`config.mk`:
```
export PLATFORM = sky130hd
export DESIGN_NAME = fracture_grid_metrics_flat
export DESIGN_NICKNAME = d
export VERILOG_FILES = /design/src/design/fgm_pkg.sv /design/src/design/fgm_intf.sv /design/src/design/fracture_grid_metrics.sv /design/src/flat_wrapper.sv
export VERILOG_INCLUDE_DIRS = /design/src /design/src/design
export SDC_FILE = /design/constraint.sdc
export NUM_CORES = 2
export LEC_CHECK = 0
export ABC_AREA = 1
export BUFFER_PORTS_ARGS = -buffer_cell sky130_fd_sc_hd__buf_2
export CORE_AREA = 3 3 447 449
export DETAILED_ROUTE_END_ITERATION = 10
export DIE_AREA = 0 0 450 452
export GPL_TIMING_DRIVEN = 0
export RECOVER_POWER = 50
export REMOVE_ABC_BUFFERS = 1
export SETUP_SLACK_MARGIN = 0.3
export SKIP_LAST_GASP = 1
export SLEW_MARGIN = 25
export SYNTH_ARGS = -nofsm -noshare
export SYNTH_HDL_FRONTEND = slang
export SYNTH_SLANG_ARGS = --single-unit
```
`constraint.sdc`:
```
create_clock -name clock -period 16.1 [get_ports clock]
set_input_delay 1.61 -clock clock [delete_from_list [all_inputs] [get_ports clock]]
set_output_delay 1.61 -clock clock [all_outputs]
set_load 0.1 [all_outputs]
```
`src/design/fracture_grid_metrics_assert.svh`:
```
// assertion macros for the fracture grid metrics block
// needs signals named clock and reset in the scope of each use
`ifndef FRACTURE_GRID_METRICS_ASSERT_SVH
`define FRACTURE_GRID_METRICS_ASSERT_SVH

`ifndef SYNTHESIS
// same-cycle implication
`define FGM_ASSERT_IMPLY(label, ante, cons, msg) \
label: assert property (@(posedge clock) disable iff (reset) (ante) |-> (cons)) else $error(msg);
// next-cycle implication
`define FGM_ASSERT_NEXT(label, ante, cons, msg) \
label: assert property (@(posedge clock) disable iff (reset) (ante) |=> (cons)) else $error(msg);
`else
`define FGM_ASSERT_IMPLY(label, ante, cons, msg)
`define FGM_ASSERT_NEXT(label, ante, cons, msg)
`endif

`endif

```
`src/design/fgm_pkg.sv`:
```
// shared widths and limits for the fracture grid metrics block
// no dependencies
package fgm_pkg;

   localparam int COND_W      = 32;
   localparam int CELL_H_W    = 16;
   localparam int CELL_A_W    = 24;
   localparam int HEIGHT_W    = 24;
   localparam int AREA_W      = 36;
   localparam int WSUM_W      = 64;
   localparam int MEAN_W      = 31;
   localparam int HALF_W      = 36;
   localparam int PROD_W      = COND_W + CELL_A_W;

   // area * 128 / height gives area / height / 2 at 8 fraction bits
   localparam int HALF_SHIFT  = 7;

   localparam int DIV_MEAN_STEPS = WSUM_W;
   localparam int DIV_HALF_STEPS = AREA_W + HALF_SHIFT;
   localparam int DIV_CNT_W      = $clog2(DIV_MEAN_STEPS);

endpackage

```
`src/design/fgm_intf.sv`:
```
// valid/ready channel interfaces for cells and results
// depends on fgm_pkg
interface fgm_req_if;
   logic                               valid;
   logic                               ready;
   logic signed [fgm_pkg::COND_W-1:0]  conductivity;
   logic                               conductivity_infinite;
   logic [fgm_pkg::CELL_H_W-1:0]       cell_height;
   logic [fgm_pkg::CELL_A_W-1:0]       cell_area;
   logic                               column_last;
   logic                               grid_last;

   modport source (output valid, conductivity, conductivity_infinite, cell_height,
                   cell_area, column_last, grid_last, input ready);
   modport sink   (input valid, conductivity, conductivity_infinite, cell_height,
                   cell_area, column_last, grid_last, output ready);
endinterface

interface fgm_rsp_if;
   logic                               valid;
   logic                               ready;
   logic [fgm_pkg::HEIGHT_W-1:0]       fracture_height;
   logic [fgm_pkg::AREA_W-1:0]         open_area;
   logic [fgm_pkg::MEAN_W-1:0]         mean_conductivity;
   logic [fgm_pkg::HALF_W-1:0]         half_length;
   logic                               no_open_cells;

   modport source (output valid, fracture_height, open_area, mean_conductivity,
                   half_length, no_open_cells, input ready);
   modport sink   (input valid, fracture_height, open_area, mean_conductivity,
                   half_length, no_open_cells, output ready);
endinterface

```
`src/design/fracture_grid_metrics.sv`:
```
// fracture grid metrics: cell accumulation, then one shared restoring divider
// ordinary cell: capture and product, then accumulate, before the next cell is taken
// grid-last cell: accumulate, 64 + 43 divider steps, result load, before the next cell
// result valid once both divisions finish and load, later while the last one waits
// synchronous active-high reset clears control state and all accumulators
// depends on fgm_pkg, fgm_intf and fracture_grid_metrics_assert.svh
`include "fracture_grid_metrics_assert.svh"

module fracture_grid_metrics (
   input logic        clock,
   input logic        reset,
   fgm_req_if.sink    req_ch,
   fgm_rsp_if.source  rsp_ch
);

   // sequencer states
   localparam logic [2:0] ST_IDLE     = 3'd0;
   localparam logic [2:0] ST_ACC      = 3'd1;
   localparam logic [2:0] ST_DIV_MEAN = 3'd2;
   localparam logic [2:0] ST_DIV_HALF = 3'd3;
   localparam logic [2:0] ST_DONE     = 3'd4;

   localparam int CW = fgm_pkg::DIV_CNT_W;
   localparam int HW = fgm_pkg::HEIGHT_W;
   localparam int AW = fgm_pkg::AREA_W;
   localparam int WW = fgm_pkg::WSUM_W;
   localparam int MW = fgm_pkg::MEAN_W;
   localparam int QW = fgm_pkg::HALF_W;
   localparam int PW = fgm_pkg::PROD_W;
   localparam int HS = fgm_pkg::DIV_HALF_STEPS;

   // control
   logic [2:0]    state_ff, state_in;
   logic [CW-1:0] cnt_ff, cnt_in;
   logic          rsp_valid_ff, rsp_valid_in;

   // captured cell
   logic [fgm_pkg::COND_W-1:0]   cond_ff, cond_in;
   logic                         inf_ff, inf_in;
   logic [fgm_pkg::CELL_H_W-1:0] cell_h_ff, cell_h_in;
   logic [fgm_pkg::CELL_A_W-1:0] cell_a_ff, cell_a_in;
   logic                         col_last_ff, col_last_in;
   logic                         grid_last_ff, grid_last_in;
   logic [PW-1:0]                prod_ff, prod_in;

   // accumulators
   logic [HW-1:0] run_ff, run_in;
   logic [HW-1:0] longest_ff, longest_in;
   logic [AW-1:0] area_ff, area_in;
   logic [WW-1:0] wsum_ff, wsum_in;

   // shared divider: dividend shifts out at the top while quotient bits enter below
   logic [WW-1:0] quo_ff, quo_in;
   logic [AW-1:0] rem_ff, rem_in;
   logic [AW-1:0] dvsr_ff, dvsr_in;

   // grid snapshot and pending results
   logic [AW-1:0] snap_area_ff, snap_area_in;
   logic [HW-1:0] snap_height_ff, snap_height_in;
   logic [MW-1:0] mean_res_ff, mean_res_in;
   logic [QW-1:0] half_res_ff, half_res_in;

   // output register
   logic [HW-1:0] rsp_height_ff, rsp_height_in;
   logic [AW-1:0] rsp_area_ff, rsp_area_in;
   logic [MW-1:0] rsp_mean_ff, rsp_mean_in;
   logic [QW-1:0] rsp_half_ff, rsp_half_in;
   logic          rsp_none_ff, rsp_none_in;

   // datapath nets
   logic            req_xfer;
   logic [31:0]     cond_u;
   logic            pos_finite, cell_open, col_end;
   logic [HW:0]     run_sum;
   logic [HW-1:0]   run_open, run_a, run_b, longest_a, longest_b;
   logic [AW:0]     area_sum;
   logic [AW-1:0]   area_new;
   logic [WW:0]     wsum_sum;
   logic [WW-1:0]   wsum_new;
   logic [AW:0]     div_shifted;
   logic [AW-1:0]   div_diff;
   logic            div_take;
   logic [AW-1:0]   rem_step;
   logic [WW-1:0]   quo_step;
   logic [MW-1:0]   mean_sat;
   logic [QW-1:0]   half_sat;

   assign req_ch.ready = (state_ff == ST_IDLE);
   assign req_xfer     = req_ch.valid && req_ch.ready;
   assign cond_u       = req_ch.conductivity;

   // one 32x24 product per cell, registered before the accumulate
   assign prod_in = PW'(cond_u) * PW'(req_ch.cell_area);

   // open run and area bookkeeping for the captured cell
   always_comb begin
      pos_finite = !inf_ff && !cond_ff[fgm_pkg::COND_W-1] && (cond_ff != '0);
      cell_open  = inf_ff || pos_finite;
      col_end    = col_last_ff || grid_last_ff;

      run_sum  = {1'b0, run_ff} + (HW+1)'(cell_h_ff);
      run_open = run_sum[HW] ? {HW{1'b1}} : run_sum[HW-1:0];

      // a closed cell ends the run before the column check
      longest_a = (!cell_open && (run_ff > longest_ff)) ? run_ff : longest_ff;
      run_a     = cell_open ? run_open : '0;

      // column or grid end closes whatever run is left
      longest_b = (col_end && (run_a > longest_a)) ? run_a : longest_a;
      run_b     = col_end ? '0 : run_a;

      area_sum = {1'b0, area_ff} + (AW+1)'(cell_a_ff);
      wsum_sum = {1'b0, wsum_ff} + (WW+1)'(prod_ff);
      if (pos_finite) begin
         area_new = area_sum[AW] ? {AW{1'b1}} : area_sum[AW-1:0];
         wsum_new = wsum_sum[WW] ? {WW{1'b1}} : wsum_sum[WW-1:0];
      end else begin
         area_new = area_ff;
         wsum_new = wsum_ff;
      end
   end

   // one restoring divider step
   always_comb begin
      div_shifted = {rem_ff, quo_ff[WW-1]};
      // remainder stays below the divisor, so the low bits carry the whole difference
      div_diff    = div_shifted[AW-1:0] - dvsr_ff;
      div_take    = (div_shifted >= {1'b0, dvsr_ff});
      rem_step    = div_take ? div_diff : div_shifted[AW-1:0];
      quo_step    = {quo_ff[WW-2:0], div_take};

      // zero divisor leaves all ones here; the zero checks discard it
      if (snap_area_ff == '0) begin
         mean_sat = '0;
      end else if (|quo_step[WW-1:MW]) begin
         mean_sat = {MW{1'b1}};
      end else begin
         mean_sat = quo_step[MW-1:0];
      end

      if (snap_height_ff == '0) begin
         half_sat = '0;
      end else if (|quo_step[HS-1:QW]) begin
         half_sat = {QW{1'b1}};
      end else begin
         half_sat = quo_step[QW-1:0];
      end
   end

   // sequencer
   always_comb begin
      state_in       = state_ff;
      cnt_in         = cnt_ff;
      rsp_valid_in   = rsp_valid_ff;
      cond_in        = cond_ff;
      inf_in         = inf_ff;
      cell_h_in      = cell_h_ff;
      cell_a_in      = cell_a_ff;
      col_last_in    = col_last_ff;
      grid_last_in   = grid_last_ff;
      run_in         = run_ff;
      longest_in     = longest_ff;
      area_in        = area_ff;
      wsum_in        = wsum_ff;
      quo_in         = quo_ff;
      rem_in         = rem_ff;
      dvsr_in        = dvsr_ff;
      snap_area_in   = snap_area_ff;
      snap_height_in = snap_height_ff;
      mean_res_in    = mean_res_ff;
      half_res_in    = half_res_ff;
      rsp_height_in  = rsp_height_ff;
      rsp_area_in    = rsp_area_ff;
      rsp_mean_in    = rsp_mean_ff;
      rsp_half_in    = rsp_half_ff;
      rsp_none_in    = rsp_none_ff;

      // result taken by the sink
      if (rsp_valid_ff && rsp_ch.ready) begin
         rsp_valid_in = 1'b0;
      end

      case (state_ff)
         ST_IDLE: begin
            if (req_xfer) begin
               cond_in      = req_ch.conductivity;
               inf_in       = req_ch.conductivity_infinite;
               cell_h_in    = req_ch.cell_height;
               cell_a_in    = req_ch.cell_area;
               col_last_in  = req_ch.column_last;
               grid_last_in = req_ch.grid_last;
               state_in     = ST_ACC;
            end
         end
         ST_ACC: begin
            if (grid_last_ff) begin
               // snapshot the grid, clear for the next one, start weighted / area
               snap_area_in   = area_new;
               snap_height_in = longest_b;
               quo_in         = wsum_new;
               rem_in         = '0;
               dvsr_in        = area_new;
               cnt_in         = '0;
               run_in         = '0;
               longest_in     = '0;
               area_in        = '0;
               wsum_in        = '0;
               state_in       = ST_DIV_MEAN;
            end else begin
               run_in     = run_b;
               longest_in = longest_b;
               area_in    = area_new;
               wsum_in    = wsum_new;
               state_in   = ST_IDLE;
            end
         end
         ST_DIV_MEAN: begin
            quo_in = quo_step;
            rem_in = rem_step;
            cnt_in = cnt_ff + 1'b1;
            if (cnt_ff == CW'(fgm_pkg::DIV_MEAN_STEPS - 1)) begin
               // then (area << 7) / height, dividend aligned to the top
               mean_res_in = mean_sat;
               quo_in      = {snap_area_ff, {(WW-AW){1'b0}}};
               rem_in      = '0;
               dvsr_in     = AW'(snap_height_ff);
               cnt_in      = '0;
               state_in    = ST_DIV_HALF;
            end
         end
         ST_DIV_HALF: begin
            quo_in = quo_step;
            rem_in = rem_step;
            cnt_in = cnt_ff + 1'b1;
            if (cnt_ff == CW'(HS - 1)) begin
               half_res_in = half_sat;
               state_in    = ST_DONE;
            end
         end
         ST_DONE: begin
            // wait for the output register to free up
            if (!rsp_valid_ff || rsp_ch.ready) begin
               rsp_height_in = snap_height_ff;
               rsp_area_in   = snap_area_ff;
               rsp_mean_in   = mean_res_ff;
               rsp_half_in   = half_res_ff;
               rsp_none_in   = (snap_area_ff == '0);
               rsp_valid_in  = 1'b1;
               state_in      = ST_IDLE;
            end
         end
         default: begin
            state_in = ST_IDLE;
         end
      endcase
   end

   // control and accumulators
   always_ff @(posedge clock) begin
      if (reset) begin
         state_ff     <= ST_IDLE;
         cnt_ff       <= '0;
         rsp_valid_ff <= 1'b0;
         run_ff       <= '0;
         longest_ff   <= '0;
         area_ff      <= '0;
         wsum_ff      <= '0;
      end else begin
         state_ff     <= state_in;
         cnt_ff       <= cnt_in;
         rsp_valid_ff <= rsp_valid_in;
         run_ff       <= run_in;
         longest_ff   <= longest_in;
         area_ff      <= area_in;
         wsum_ff      <= wsum_in;
      end
   end

   // payload, no reset
   always_ff @(posedge clock) begin
      cond_ff        <= cond_in;
      inf_ff         <= inf_in;
      cell_h_ff      <= cell_h_in;
      cell_a_ff      <= cell_a_in;
      col_last_ff    <= col_last_in;
      grid_last_ff   <= grid_last_in;
      prod_ff        <= prod_in;
      quo_ff         <= quo_in;
      rem_ff         <= rem_in;
      dvsr_ff        <= dvsr_in;
      snap_area_ff   <= snap_area_in;
      snap_height_ff <= snap_height_in;
      mean_res_ff    <= mean_res_in;
      half_res_ff    <= half_res_in;
      rsp_height_ff  <= rsp_height_in;
      rsp_area_ff    <= rsp_area_in;
      rsp_mean_ff    <= rsp_mean_in;
      rsp_half_ff    <= rsp_half_in;
      rsp_none_ff    <= rsp_none_in;
   end

   assign rsp_ch.valid             = rsp_valid_ff;
   assign rsp_ch.fracture_height   = rsp_height_ff;
   assign rsp_ch.open_area         = rsp_area_ff;
   assign rsp_ch.mean_conductivity = rsp_mean_ff;
   assign rsp_ch.half_length       = rsp_half_ff;
   assign rsp_ch.no_open_cells     = rsp_none_ff;

   // checks on the sequencer and result forming
   `FGM_ASSERT_NEXT(a_xfer_to_acc, req_xfer, state_ff == ST_ACC, "transfer not accumulated")
   `FGM_ASSERT_IMPLY(a_none_mean_zero, rsp_valid_ff && rsp_none_ff, rsp_mean_ff == '0, "mean set")
   `FGM_ASSERT_IMPLY(a_half_zero, rsp_valid_ff && ~|rsp_height_ff, rsp_half_ff == '0, "half set")
   `FGM_ASSERT_IMPLY(a_half_count, state_ff == ST_DIV_HALF, cnt_ff < CW'(HS), "divider overrun")

endmodule

```
`src/flat_wrapper.sv`:
```
// flat-port wrapper written by rule: the top's interface ports become plain ports
module fracture_grid_metrics_flat 
  (clock, reset, req_ch_valid, req_ch_conductivity, req_ch_conductivity_infinite, req_ch_cell_height, req_ch_cell_area, req_ch_column_last, req_ch_grid_last, req_ch_ready, rsp_ch_valid, rsp_ch_fracture_height, rsp_ch_open_area, rsp_ch_mean_conductivity, rsp_ch_half_length, rsp_ch_no_open_cells, rsp_ch_ready);
  fgm_req_if req_ch_i ();
  fgm_rsp_if rsp_ch_i ();
  input logic clock;
  input logic reset;
  input wire logic [$bits(req_ch_i.valid)-1:0] req_ch_valid;
  input wire logic [$bits(req_ch_i.conductivity)-1:0] req_ch_conductivity;
  input wire logic [$bits(req_ch_i.conductivity_infinite)-1:0] req_ch_conductivity_infinite;
  input wire logic [$bits(req_ch_i.cell_height)-1:0] req_ch_cell_height;
  input wire logic [$bits(req_ch_i.cell_area)-1:0] req_ch_cell_area;
  input wire logic [$bits(req_ch_i.column_last)-1:0] req_ch_column_last;
  input wire logic [$bits(req_ch_i.grid_last)-1:0] req_ch_grid_last;
  output wire logic [$bits(req_ch_i.ready)-1:0] req_ch_ready;
  output wire logic [$bits(rsp_ch_i.valid)-1:0] rsp_ch_valid;
  output wire logic [$bits(rsp_ch_i.fracture_height)-1:0] rsp_ch_fracture_height;
  output wire logic [$bits(rsp_ch_i.open_area)-1:0] rsp_ch_open_area;
  output wire logic [$bits(rsp_ch_i.mean_conductivity)-1:0] rsp_ch_mean_conductivity;
  output wire logic [$bits(rsp_ch_i.half_length)-1:0] rsp_ch_half_length;
  output wire logic [$bits(rsp_ch_i.no_open_cells)-1:0] rsp_ch_no_open_cells;
  input wire logic [$bits(rsp_ch_i.ready)-1:0] rsp_ch_ready;
  assign req_ch_i.valid = req_ch_valid;
  assign req_ch_i.conductivity = req_ch_conductivity;
  assign req_ch_i.conductivity_infinite = req_ch_conductivity_infinite;
  assign req_ch_i.cell_height = req_ch_cell_height;
  assign req_ch_i.cell_area = req_ch_cell_area;
  assign req_ch_i.column_last = req_ch_column_last;
  assign req_ch_i.grid_last = req_ch_grid_last;
  assign req_ch_ready = req_ch_i.ready;
  assign rsp_ch_valid = rsp_ch_i.valid;
  assign rsp_ch_fracture_height = rsp_ch_i.fracture_height;
  assign rsp_ch_open_area = rsp_ch_i.open_area;
  assign rsp_ch_mean_conductivity = rsp_ch_i.mean_conductivity;
  assign rsp_ch_half_length = rsp_ch_i.half_length;
  assign rsp_ch_no_open_cells = rsp_ch_i.no_open_cells;
  assign rsp_ch_i.ready = rsp_ch_ready;
  fracture_grid_metrics u_core (.clock(clock), .reset(reset), .req_ch(req_ch_i), .rsp_ch(rsp_ch_i));
endmodule
```
==> run metrics <==
status=finished with violations; failing checks=capacitance limit, slew limit; Crit. path cell count=16; Avg Vias per Cell=4.83; WHS Path Cells=0; chip height=452 um; Skew-Pair Late Insertion Delay=between 0.6 and 0.7 ns; Main synth FF type=edfxtp_1; CP max-delay cell=clkbuf_1; Rel. slew slack=-2.59; EDFF count, synth=466; post-detail-place hpwl=163 mm; Mapped Area=approximately 65000 um^2; crit path kind=reg -> reg; clk slew on worst S/H paths=0.06 ns; wire per inst=roughly 19 um; Final ANT Viol Nets=0; Mapped Cells=8219; Max Fclk=slightly below 0.09 GHz; Seq/Total Area, Yosys=0.283; Num CTS Buffers=77; Initial Util=0.329; hold crit path type=reg -> reg; CP cell instances=nor3_1, clkinvlp_2, clkbuf_1, nor2_1, clkbuf_1, buf_16, buf_16, buf_12, buf_12, nor3_4, buf_6, inv_2, nor2_4, nor2_1, inv_1, a211oi_1; largest net degree at the start of global routing=99; CP arrival=11.93 ns; Core Rows=163; Final setup viols=0; Port Buf Inserts=around 210; Post-CTS Setup Bufs=0; Distinct cells, synth=63; CTS H-Tree Depth=3; Hold Violations, Final=0; CP bufs+invs=10; largest family of logic cells by synthesized area=adder cells; Largest delay share family, worst path=buffers and inverters; Hold Buf Count CTS=0; Final Max Slew Viols=2108; Final Skew=between 0.02 and 0.03 ns; Yosys top cell by area=edfxtp_1; Root Buffer=clkbuf_16; post-route setup slack=4.73 ns; pre-CTS setup slack=approximately 7.2 ns; die area=203000 um^2; Final nets=9398; critical path required time=16.65 ns; Multi-input gate area=between 30000 and 40000 um^2; number of synthesis warnings=0; GPL Wtd Cong=0.969; gr ovfl total=0; Avg Inst Size Synth=around 8 um^2; Die W=450 um; CTS max path bufs=3; initial antenna violation count=5; mux cell area share after synthesis=0; most frequent cell after synthesis=nand2_1; top post-synthesis cells by area=edfxtp_1, fa_1, nand2_1; Crit Path Max Fanout=98; GRT Total Usage=0.201; Compound-Gate Fraction of Synth Area=0.0719; Area Growth Syn to Fin=9.85%; Synth Area in XOR/XNOR=0.0176; Commonest cells post-synth=nand2_1, inv_1, fa_1; async set-reset flop share out of synthesis=0; Sequential Area=18300 um^2; first-pass GRT wire length=319 mm; Hold WS=approximately 0.42 ns; Worst Tran Pin Value=between 5 and 6 ns; critical path capture point type=flop; via count=~53k; clock net sink count=680; CTS tree=yes; cts repair resizes=0; drt first pass iters=6; Post-Route WL=between 200 and 250 mm; setup TNS=0 ns; R2R cell count=16; post-synth top area share=0.216; Synth Area in Adders=0.275; Synth Area in Simple Gates=0.226; post-layout util=0.361; RSZ-0062 raised after global routing=no; FF+latch count, synth=between 600 and 700; Iteration-0 DRC Markers=4102; max cap viols=63; slowest cell delay on critical path=around 3.8 ns; IO Count=roughly 210; CP Launch Type=flop; Tcrit/Tclk final=0.706; drc violations=0; fin crit period=11.37 ns; core region area=197000 um^2; layout cells sized above 1=0.0605; vias in the first global route=~54k; fillers=20.6k
[final cells by class]
cell class,instances,area share
clock buffers,90,0.0282
repair buffers,260,0.0215
flip-flops and latches,680,0.257
diodes,3,0.000106
inverters,1876,0.0994
multi-input cells,5398,0.538
clock inverters,53,0.00878
well taps,2640,0.0465
[state kept, by name, indices dropped and copies added, names as in the netlist, 31 cells and up]
register	cells
u_core.quo_ff	64
u_core.wsum_ff	64
u_core.prod_ff	56
u_core.area_ff	36
u_core.dvsr_ff	36
u_core.half_res_ff	36
u_core.rem_ff	36
u_core.rsp_ch.half_length	36
u_core.rsp_ch.open_area	36
u_core.snap_area_ff	36
u_core.cond_ff	32
u_core.mean_res_ff	31
u_core.rsp_ch.mean_conductivity	31
[worst register-to-register path, cell delays in order (launching register included)]
cell and delay (ns):
dfxtp_1 0.47, nor3_1 0.12, clkinvlp_2 1.54, clkbuf_1 3.84
nor2_1 1.64, clkbuf_1 0.81, buf_16 0.40, buf_16 0.17
buf_12 0.19, buf_12 0.20, nor3_4 0.60, buf_6 0.29
inv_2 0.09, nor2_4 0.44, nor2_1 0.11, inv_1 0.29
a211oi_1 0.07
[kinds of logic after synthesis]
kind of cell | Yosys count
flip-flops | 680
AO/OA/AOI/OAI | 833
XOR/XNOR | 130
AND/OR/NAND/NOR | 3409
buffers and inverters | 2141
adder cells (fa/ha/maj) | 1026
[cells in the final DEF, fill, tap and decap left out, types with 54 or more instances in the layout]
master | netlist | routed
edfxtp_1 | 466 | 466
inv_1 | 1859 | 1859
and2_1 | 54 | 54
ha_1 | 364 | 364
nand3_2 | 60 | 61
o21ai_0 | 229 | 230
xnor2_1 | 68 | 68
or2_2 | 59 | 59
a21oi_1 | 412 | 412
xor2_1 | 62 | 62
clkbuf_16 | 0 | 77
clkbuf_1 | 212 | 135
nand3_1 | 368 | 367
nor2_1 | 398 | 398
buf_2 | 23 | 106
fa_1 | 662 | 662
nand2_1 | 2244 | 2243
dfxtp_1 | 214 | 214
[routing by layer]
| layer | vias up | GRT usage | wire [um] | part of all wire |
|---|---|---|---|---|
| li1 | 25300 | - | - | - |
| met1 | 25800 | 0.278 | 93900 | 0.45 |
| met2 | 1628 | 0.328 | 93800 | 0.45 |
| met3 | 330 | 0.0250 | 12300 | 0.060 |
| met4 | 0 | 0.0650 | 6780 | 0.033 |
| met5 | - | 0 | 0 | 0 |
[metrics by stage]
stage,cells,area [um^2]
final,11000,71000
after global routing,11000,71000
after CTS,11000,71400
after detailed placement,10900,68800
after global placement,10800,67900
after floorplan,7954,63500
[worst paths after layout]
check	slack, ns	start	end
worst max-delay path	4.73	u_core.state_ff[2]	u_core.cnt_ff[1]
worst min-delay path	0.42	u_core.mean_res_ff[21]	u_core.rsp_ch.mean_conductivity[21]
worst max register to register	4.73	u_core.state_ff[2]	u_core.cnt_ff[1]
worst min register to register	0.42	u_core.mean_res_ff[21]	u_core.rsp_ch.mean_conductivity[21]
Power is left out: the tool's default activity adds up to more than one toggle a clock period on the data nets, which glitch-free logic cannot reach.
